**src/rtl/core/block_mosaic_averager_macros.svh**
```systemverilog
// ---------------------------------------------------------------------------
// Block mosaic averager assertion macros
// Shorthand for clocked assertions that are disabled while reset is held.
// ---------------------------------------------------------------------------
`ifndef BLOCK_MOSAIC_AVERAGER_MACROS_SVH
`define BLOCK_MOSAIC_AVERAGER_MACROS_SVH

// Overlapping implication, checked on every rising clock edge out of reset.
`define BMA_ASSERT_SAME(lbl, ante, cons, msg) \
    lbl: assert property (@(posedge aclk) disable iff (!aresetn) (ante) |-> (cons)) \
        else $error(msg);

// Consequent checked in the cycle after the antecedent.
`define BMA_ASSERT_NEXT(lbl, ante, cons, msg) \
    lbl: assert property (@(posedge aclk) disable iff (!aresetn) (ante) |=> (cons)) \
        else $error(msg);

`endif

```
**src/rtl/core/bma_pkg.sv**
```systemverilog
`timescale 1ns / 1ps
// ---------------------------------------------------------------------------
// Block mosaic averager package
// Word types of the pixel and result channels, lane control, register indices and default limits.
// ---------------------------------------------------------------------------
package bma_pkg;

    localparam int DEF_MAX_WIDTH  = 1024;
    localparam int DEF_MAX_HEIGHT = 1024;
    localparam int DEF_MAX_BLOCK  = 100;

    localparam logic [1:0] REG_BLOCK_SIZE   = 2'd0;
    localparam logic [1:0] REG_IMAGE_WIDTH  = 2'd1;
    localparam logic [1:0] REG_IMAGE_HEIGHT = 2'd2;

    typedef struct packed {
        logic [7:0] red;
        logic [7:0] green;
        logic [7:0] blue;
        logic       frame_start;
    } pixel_t;

    typedef struct packed {
        logic [9:0] block_col;
        logic [9:0] block_row;
        logic [7:0] avg_red;
        logic [7:0] avg_green;
        logic [7:0] avg_blue;
        logic       frame_done;
    } result_t;

    typedef struct packed {
        logic rd_en;
        logic acc_en;
        logic first;
        logic div_step;
    } lane_ctl_t;

endpackage

```
**src/rtl/core/bma_out.sv**
```systemverilog
`timescale 1ns / 1ps
// ---------------------------------------------------------------------------
// Block mosaic averager merge stage
// Joins the lane averages with the block coordinates into one result word.
// ---------------------------------------------------------------------------
module bma_out (
    input  logic              aclk,
    input  logic              aresetn,
    input  logic              load,
    input  logic [9:0]        block_col,
    input  logic [9:0]        block_row,
    input  logic [7:0]        avg_red,
    input  logic [7:0]        avg_green,
    input  logic [7:0]        avg_blue,
    input  logic              frame_done,
    output logic              can_load,
    output logic              m_valid,
    input  logic              m_ready,
    output bma_pkg::result_t  m_data
);
    import bma_pkg::*;

    logic    valid_reg;
    result_t data_reg;

    assign can_load = !valid_reg || m_ready;
    assign m_valid  = valid_reg;
    assign m_data   = data_reg;

    always_ff @(posedge aclk) begin
        if (!aresetn) begin
            valid_reg <= 1'b0;
        end else if (load && can_load) begin
            valid_reg <= 1'b1;
        end else if (m_ready) begin
            valid_reg <= 1'b0;
        end
    end

    always_ff @(posedge aclk) begin
        if (load && can_load) begin
            data_reg.block_col  <= block_col;
            data_reg.block_row  <= block_row;
            data_reg.avg_red    <= avg_red;
            data_reg.avg_green  <= avg_green;
            data_reg.avg_blue   <= avg_blue;
            data_reg.frame_done <= frame_done;
        end
    end

endmodule

```
**config.mk**
```make
export PLATFORM = sky130hd
export DESIGN_NAME = bma_out
export DESIGN_NICKNAME = d
export VERILOG_FILES = /design/src/rtl/core/block_mosaic_averager_macros.svh /design/src/rtl/core/bma_pkg.sv /design/src/rtl/core/bma_out.sv
export SDC_FILE = /design/constraint.sdc
export NUM_CORES = 1
export LEC_CHECK = 0
export ABC_AREA = 1
export BUFFER_PORTS_ARGS = -buffer_cell sky130_fd_sc_hd__clkbuf_2
export CAP_MARGIN = 15
export CORE_MARGIN = 2
export CORE_UTILIZATION = 35
export DETAILED_ROUTE_END_ITERATION = 7
export HOLD_SLACK_MARGIN = 0.06
export PLACE_DENSITY = 0.7
export SLEW_MARGIN = 20
export SYNTH_ARGS = -nofsm -noshare
export SYNTH_HDL_FRONTEND = slang
export SYNTH_SLANG_ARGS = --single-unit
```
**constraint.sdc**
```tcl
create_clock -name aclk -period 5.64 [get_ports aclk]
set_input_delay 0.564 -clock aclk [delete_from_list [all_inputs] [get_ports aclk]]
set_output_delay 0.564 -clock aclk [all_outputs]
set_load 0.02 [all_outputs]
```
# Word-level counts from Yosys, hierarchy flattened
# Index checks and enable logic that the tools add are counted.
# W data, S select, Z words.
# totals
register_bits	46
output_inout_bits	47
in_bits	49
word_cells	13
# classes
n_reduce_logical	4
mux	2
# ops
cell	n
$mux W1	2
$reduce_bool A2 Y1	1
$logic_and A1 B1 Y1	1
$logic_not A1 Y1	1
$logic_or A1 B1 Y1	1

# Depth between registers and ports, before layout
# Gate-level depths: netlist of the first run.
# depth
word_depth	4
mapped_depth	3
ltp_nobuf	3

# Worst setup path after synthesis of the first run
# No wires, ideal clock.
# synth_path
path_type	input to register
start	input load
end	register data_reg (netlist bit m_data[0]), enable pin
n_path_buf	0
cell_stages	2
required_time_ns	5.178
arrival_time_ns	2.819
setup_time_ns	0.462
path_slack_ns	2.358
cell_sequence	inv_1 > a21oi_1
# synth_between
elab_chain_len	1
# synth_lines
item	line	text
start, declared	bma_out.sv:9	input logic load,
$logic_and A1 B1 Y1	bma_out.sv:41	if (load && can_load) begin
end, declared	bma_out.sv:24	result_t data_reg;
# Every way passes these cells.
# A chain may end at the register's enable or synchronous reset.

# Worst setup path after layout of the first run
# layout_path
start	input load
end	register data_reg (netlist bit m_data[23]), enable pin
# The elaborated chain is that of the path after synthesis.

==> results.cfg, run 1 <==
[outcome]
outcome = finished clean

[worst_setup_path]
endpoint_kind = flip-flop
r2r-end = m_data[23]
critPathTopFamily = buffers and inverters
crit_buf_inv = 3
slowest_stage = a21oi_4
criticalPathCategory = in -> reg
start_kind = input port
critPathArrivalTime_ps = 1610
cp_cell_sequence = clkbuf_2 -> inv_1 -> a21oi_4 -> buf_4
r2r_start = m_valid
crit_required_ps = 5600
rrSetupSlack_ps = 4020
crit_fanout = 29
rr_worst_depth = 2
startpoint = load
slowest_delay_ps = 440

[drt]
drt_iter0_drc = 21
routed_wirelength_um = 2730
avgRoutedWirePerCell_um = 13.3
final_antenna_net_count = 0
routed.top_layer = met4
wl_met1_um = 929
met2_length_um = 1360
viasPerCell = 4.27
routed-wl-met3_um = 412
vias = 879
detail_route.first_pass.iterations = 4
drc = 0

[clocking]
clockRootBuffer = clkbuf_8
htreeDepth = 2
postCtsSetupBuffers = 0
clock_insertion_delay_worst_skew_ps = 290
cts_tree = built
hold_buffers = 0
cts_buffers = 5
path_clk_slew_ps = 80
clk_path_buf_depth = 2
cts_sinks = 46
cts_resized = 0

[layout]
drive_gt1_share_pct = 69.2
fillers = 344
diodes = 0
fin_nets = 204
postLayoutCellArea_sq_um = 2070
area_growth_pct = 47.7
finalNonFillerCells = 206

[timing]
fin_crit_sh_pct = 29.1
clock_skew_ps = 4.84
setup_viol = 0
drv_slew = 0
min_period_ps = 1640
fmax_mhz = 608
whs_ps = 443
rsz0062_at_grt = no
setup_ws_ps = 4000
tns_ps = 0
worstMarginPinSlew_ps = 534
relSlewSlack_pct = 64.3
hold_viol = 0

[pwr]
powerDensity_nw_per_um2 = 345
power.leakage_nw = 0.923
ir_drop_v = 0.000208

[grt]
grt_max_degree = 30
grt_pass1_wl_um = 3860
grt_overflow = 0
antenna_found_initial = 0
grt_pass1_vias = 899
grt_use_total_pct = 12.3

[die]
rows = 23
die_width_um = 67.3
ioPinCount = 96
die_area_sq_um = 4530
fp.dieH_um = 67.3
initial_core_util_pct = 35.8
core_area_sq_um = 3910

[synthesis]
synth_top_cell_area_share_pct = 96.3
synth_top_cell_by_area = edfxtp_1
synth_cells = 52
yosysWarnings = 0
syn_avg_cell_area_sq_um = 27.0
ys_types = 7
synth_seq_cells = 46
synth.net_count = 101
netlist_area_sq_um = 1400
synthTopCellsByArea = edfxtp_1 (96%), dfxtp_1 (1.4%), a21oi_2 (0.62%)
yosysSeqAreaShare_pct = 97.8

[hold_path]
holdPathStages = 1
min_from = avg_blue[1]
hold_class = in -> reg
hold_end = m_data[2]

[placed_design]
routabilityCongestion = 0.679
pre_cts_ws_ps = 3670
io_buffers = 95
place_inst = 198
dpl_cell_area_sq_um = 1960

[flow_run]
maxCapViolations = 0
## per-stage QoR
stage | power (mW) | utilization (%)
2_1_floorplan | 0.446 | -
3_3_place_gp | 0.481 | 50.1
3_5_place_dp | 0.484 | 50.1
4_1_cts | 0.723 | 52.9
5_1_grt | 0.744 | 52.9
6_report | 0.714 | 52.9
## state kept, by name, indices dropped and copies added, names as in the netlist
signal	flops
m_data	45
m_valid	1
## how the worst max path moves through the flow
stage,end,slack (ps),cells past startpoint
2_1_floorplan,m_data[0],2360,2
3_3_place_gp,m_data[26],3720,4
3_5_place_dp,m_data[19],3670,4
4_1_cts,m_data[26],3980,4
5_1_grt,m_data[5],3900,4
6_report,m_data[23],4000,4
## layout make-up
class / instances / area (sq um) / area share, %
clock buffers: 5 / 68.8 / 3.32
clock inverters: 3 / 43.8 / 2.11
inverters: 3 / 11.3 / 0.543
multi-input cells: 3 / 31.3 / 1.51
flip-flops and latches: 46 / 1370 / 66.2
well taps: 50 / 62.6 / 3.02
repair buffers: 96 / 483 / 23.3
## kinds of logic (layout without fill, tap and decap cells)
logic type      after synthesis  in the layout  share of synthesized area [%]
compound gates                2              2                          0.981
buf+inv                       3            107                          0.803
flops                        46             46                           97.8
simple gates                  1              1                          0.446
## routing by layer
| metal | global-route usage (%) | vias up |
|---|---|---|
| met5 | 0 | - |
| met4 | 6.89 | 0 |
| met3 | 7.50 | 2 |
| met2 | 20.4 | 63 |
| met1 | 11.6 | 409 |
| li1 | - | 405 |
## Yosys cell counts
master and n:
edfxtp_1 45, inv_1 2, a21oi_1 1, a21oi_2 1, dfxtp_1 1, inv_2 1, nand2_2 1
## placed cells by master, fill, tap and decap left out
cell       netlist  routed
clkinv_2         0       1
a21oi_2          1       1
buf_4            0       1
clkbuf_8         0       5
a21oi_4          0       1
clkbuf_2         0      95
dfxtp_1          1       1
edfxtp_1        45      45
bufinv_16        0       1
inv_6            0       1
inv_2            1       1
inv_1            2       2
nand2_2          1       1
## power breakdown
group / internal (mW) / switching [mW] / total [mW]
Clock: 0.133 / 0.107 / 0.239
Combinational: 0.0252 / 0.0449 / 0.0702
Sequential: 0.399 / 0.00579 / 0.404
Power figures use the tool's default switching activity.
==> inputs of run 2 (changes only) <==
--- a/config.mk
+++ b/config.mk
@@ -12,7 +12,7 @@
 export CORE_UTILIZATION = 35
 export DETAILED_ROUTE_END_ITERATION = 7
 export HOLD_SLACK_MARGIN = 0.06
-export PLACE_DENSITY = 0.7
+export PLACE_DENSITY = 0.73
 export SLEW_MARGIN = 20
 export SYNTH_ARGS = -nofsm -noshare
 export SYNTH_HDL_FRONTEND = slang
==> constraint.sdc (replaced) <==
create_clock -name aclk -period 1.45 [get_ports aclk]
set_input_delay 0.145 -clock aclk [delete_from_list [all_inputs] [get_ports aclk]]
set_output_delay 0.145 -clock aclk [all_outputs]
set_load 0.02 [all_outputs]
==> run 2 against run 1 <==
Sequential share of layout area fell by 12 points. Combinational power rose to 5.6 times the previous value. Cell area rose by 23%. Clock skew rose by 3.5 ps. Clock power rose to 3.1 times the previous value. Clock-buffer cell count rose by 1. Worst hold slack got worse by 290 ps. Utilization rose by 12 points. Register-to-register slack got worse by 3700 ps. Power rose to 3.8 times the previous value. Largest cell class unchanged. Highest routed layer unchanged.
==> results.cfg, run 2 (synthesized netlist as in run 1, its figures left out) <==
[outcome]
outcome = finished clean

[grt]
grt_max_degree = 24
grt_pass1_wl_um = 5170
antenna_found_initial = 0
grt_overflow = 0
grt_use_total_pct = 16.7
grt_pass1_vias = 1121

[pwr]
p_sw_share_pct = 23.2
ir_drop_v = 0.000894
p_total_mw = 2.71
power.share.combinational_pct = 14.4
power.leakage_nw = 1.12
pwr-share-seq_pct = 58.2
power.net_switching_mw = 0.628
powerDensity_nw_per_um2 = 1070
p_int_mw = 2.08
clockPowerShare_pct = 27.4

[hold_path]
min_from = load
hold_end = m_valid
holdPathStages = 3
hold_class = in -> reg

[worst_setup_path]
r2r_start = m_valid
slowest_stage = dfxtp_4
criticalPathCategory = reg -> out
crit_required_ps = 1310
crit_fanout = 3
slowest_delay_ps = 370
start_kind = flip-flop
critPathArrivalTime_ps = 950
r2r-end = m_data[44]
rr_worst_depth = 2
cp_cell_sequence = nand2_2 -> clkbuf_2
endpoint_kind = output pin
rrSetupSlack_ps = 360

[timing]
fmax_mhz = 916
setup_viol = 0
clock_skew_ps = 8.38
drv_slew = 0
rsz0062_at_grt = no
worstMarginPinSlew_ps = 208
relSlewSlack_pct = 86.1
setup_ws_ps = 359
hold_viol = 0
min_period_ps = 1090
fin_crit_sh_pct = 75.3
tns_ps = 0

[drt]
routed_wirelength_um = 3500
routed-wl-met3_um = 416
met2_length_um = 1770
routed.top_layer = met4
drt_iter0_drc = 15
detail_route.first_pass.iterations = 4
avgRoutedWirePerCell_um = 13.8
wl_met1_um = 1250
vias = 1046
final_antenna_net_count = 0
drc = 0
viasPerCell = 4.13

[layout]
multi_input_area_sq_um = 31.3
largest_register_ff_count = 45
diodes = 0
drive_gt1_share_pct = 53.7
area_growth_pct = 81.3
fin_nets = 251
postLayoutCellArea_sq_um = 2540
fillers = 276
layout_commonest_cell = clkbuf_2
ff_latch_area_sq_um = 1380
final_cell_mix = clkbuf_2 (95), dlygate4sd3_1 (46), edfxtp_1 (45)

[die]
die_area_sq_um = 4530
die_width_um = 67.3
core_area_sq_um = 3910
fp.dieH_um = 67.3
initial_core_util_pct = 35.8
ioPinCount = 96
rows = 23

[clocking]
htreeDepth = 2
clk_path_buf_depth = 2
clock_insertion_delay_worst_skew_ps = 290
clockRootBuffer = clkbuf_8
cts_sinks = 46
postCtsSetupBuffers = 0
cts_buffers = 5
path_clk_slew_ps = 80
cts_tree = built

[placed_design]
routabilityCongestion = 0.671
dpl.hpwl_um = 2130
io_buffers = 95
pre_cts_ws_ps = 412
dpl_cell_area_sq_um = 2000

[flow_run]
maxCapViolations = 0
run 2: area by class of cell:
| class | count | area share (%) |
|---|---|---|
| inverter | 3 | 0.443 |
| timing repair buffer | 143 | 38.4 |
| clock buffer | 6 | 2.85 |
| multi-input combinational | 3 | 1.23 |
| tap | 50 | 2.46 |
| sequential | 46 | 54.1 |
| clock inverter | 2 | 0.541 |
run 2: power groups by stage:
stage	Clock (mW)	Sequential [mW]	Combinational [mW]
detailed placement	0	1.60	0.291
CTS	0.759	1.57	0.386
global route	0.825	1.58	0.417
floorplan	0	1.70	0.0331
finish	0.742	1.57	0.391
global placement	0	1.60	0.283
run 2: critical path, delay by kind of cell (launching register included):
kind                   cells  cell delay (ps)
buffers and inverters      1              180
flip-flops                 1              370
AND/OR/NAND/NOR            1              100
run 2: stage by stage:
stage                     instances  utilization, %  hold slack [ps]
after floorplan                  52               -              244
after global placement          199            51.0              321
after detailed placement        199            51.0              324
after CTS                       252            64.7             64.8
after global routing            253            65.0              149
final                           253            65.0              149
run 2: how the worst max path moves through the flow:
stage	slack (ps)	endpoint	startpoint
2_1_floorplan	-120	m_data[0]	m_valid
3_3_place_gp	430	m_data[15]	m_valid
3_5_place_dp	410	m_data[29]	m_valid
4_1_cts	400	can_load	m_valid
5_1_grt	330	m_data[2]	m_valid
6_report	360	can_load	m_valid
run 2: routing by layer:
metal	GRT usage (%)	up-vias
met5	0	-
met3	7.67	6
met1	17.7	471
li1	-	501
met2	27.8	68
met4	8.42	0
run 2: repair_timing:
| item | in CTS | in global routing |
|---|---|---|
| endpoints found under the hold margin | 45 | 1 |
| gates resized for setup | 0 | 0 |
| hold buffers | 45 | 1 |
==> inputs of run 3 (changes only) <==
==> constraint.sdc (replaced) <==
create_clock -name aclk -period 0.9 [get_ports aclk]
set_input_delay 0.09 -clock aclk [delete_from_list [all_inputs] [get_ports aclk]]
set_output_delay 0.09 -clock aclk [all_outputs]
set_load 0.02 [all_outputs]
==> run 3 against run 2 <==
Power rose by 80%. Critical path depth did not move. Sequential cell count did not move. Sequential power rose by 63%. Critical endpoint is now m_data[9]. Clock power rose by 110%. Clock skew rose by 7.8 ps. Die area did not move. The run now ends with setup timing left. Via count rose by 5.6%. Combinational power rose by 98%. Routed wire length rose by 26%. Non-clock buffer count rose by 4. Sequential share of layout area fell by 5.5 points.
==> results.cfg, run 3 (synthesized netlist as in run 1, its figures left out) <==
[grt]
grt_overflow = 0
grtUsageMet3_pct = 8.17
grt_pass1_wl_um = 5440
use_met2_pct = 30.9
grt_pass1_vias = 1198
use_met1_pct = 17.8
grt_max_degree = 24
antenna_found_initial = 0
grt-busiest-layer = met2
grt_use_total_pct = 17.6

[layout]
layout_commonest_cell = clkbuf_2
final_cell_mix = clkbuf_2 (48), dlygate4sd3_1 (46), edfxtp_1 (45)
diodes = 0
fin_util_pct = 72.4
drive_gt1_share_pct = 55.1
area_growth_pct = 102
fin_nets = 255
largest_register_ff_count = 45

[clocking]
path_clk_slew_ps = 100
cts_tree = built
htreeDepth = 2
clock_insertion_delay_worst_skew_ps = 300
clk_path_buf_depth = 2
clockRootBuffer = clkbuf_8
cts_sinks = 46
cts_buffers = 5

[pwr]
ir_drop_v = 0.00138
power.leakage_nw = 1.22
powerDensity_nw_per_um2 = 1720

[die]
initial_core_util_pct = 35.8
fp.dieH_um = 67.3
ioPinCount = 96
die_area_sq_um = 4530
rows = 23
core_area_sq_um = 3910
die_width_um = 67.3

[worst_setup_path]
start_kind = flip-flop
crit_required_ps = 900
endpoint_kind = flip-flop
criticalPathCategory = reg -> reg
crit_fanout = 23
critPathArrivalTime_ps = 1090

[drt]
final_antenna_net_count = 0
drt_iter0_drc = 39
vias = 1105
routed_wirelength_um = 4420
drc = 0
avgRoutedWirePerCell_um = 17.2
viasPerCell = 4.30
detail_route.first_pass.iterations = 4

[timing]
hold_viol = 0
fmax_mhz = 921
worstMarginPinSlew_ps = 207
fin_crit_sh_pct = 121
relSlewSlack_pct = 86.2
rsz0062_at_grt = yes
setup_viol = 89
setup_ws_ps = -186
clock_skew_ps = 16.2
drv_slew = 0
min_period_ps = 1090
tns_ps = -9580
whs_ps = 180

[placed_design]
dpl.hpwl_um = 2100
routabilityCongestion = 0.659
io_buffers = 95

[flow_run]
maxCapViolations = 0

[hold_path]
hold_class = in -> reg

[outcome]
outcome = complete, but fails checks
violations = setup timing
-- run 3: cell types whose count changed in the layout (fill, tap and decap cells not counted), sizes merged --
cell / before / now
clkbuf: 101 / 54
bufinv: 0 / 1
clkinv: 2 / 1
inv: 3 / 4
buf: 2 / 52
-- run 3: what timing repair did --
item / CTS / global route
endpoints found under the hold margin: 46 / 0
hold buffers: 46 / 0
buffers inserted: 0 / 1
pin swaps: 1 / 1
gates resized for setup: 5 / 114
endpoints found under the setup margin: 92 / 92
-- run 3: stage by stage --
step / setup WS [ps] / power [mW] / area [sq um] / cells
floorplan: -669 / 2.80 / 1420 / 52
global placement: -109 / 3.04 / 2020 / 202
detailed placement: -126 / 3.06 / 2020 / 202
CTS: -163 / 4.71 / 2610 / 256
global route: -201 / 5.06 / 2830 / 257
finish: -186 / 4.88 / 2830 / 257
-- run 3: cell type report --
class	instances	area, sq um
sequential	46	1380
timing repair buffer	147	1230
fill	240	1080
clock buffer	5	68.8
tap	50	62.6
clock inverter	3	43.8
multi-input combinational	3	36.3
inverter	3	11.3
-- run 3: report_power, final --
group	internal, mW	switching (mW)
Clock	0.833	0.711
Sequential	2.50	0.0600
Combinational	0.427	0.349
Total	3.76	1.12
-- run 3: final timing paths --
check | from | depth (start not counted) | endpoint | slack (ps)
max | m_valid | 2 | m_data[9] | -190
min | load | 4 | m_valid | 180
max reg2reg | m_valid | 2 | m_data[9] | -190
min reg2reg | m_valid | 4 | m_valid | 740
-- run 3: per-layer routing --
metal  vias up  wire, um
li1        509         -
met1       516      1480
met2        71      2300
met3         9       539
met4         0        95
met5         -         0
-- run 3: worst max-delay path, cell delays in order (launching register included) --
cell and delay, ps:
dfxtp_4 370, a21oi_4 200, buf_12 210
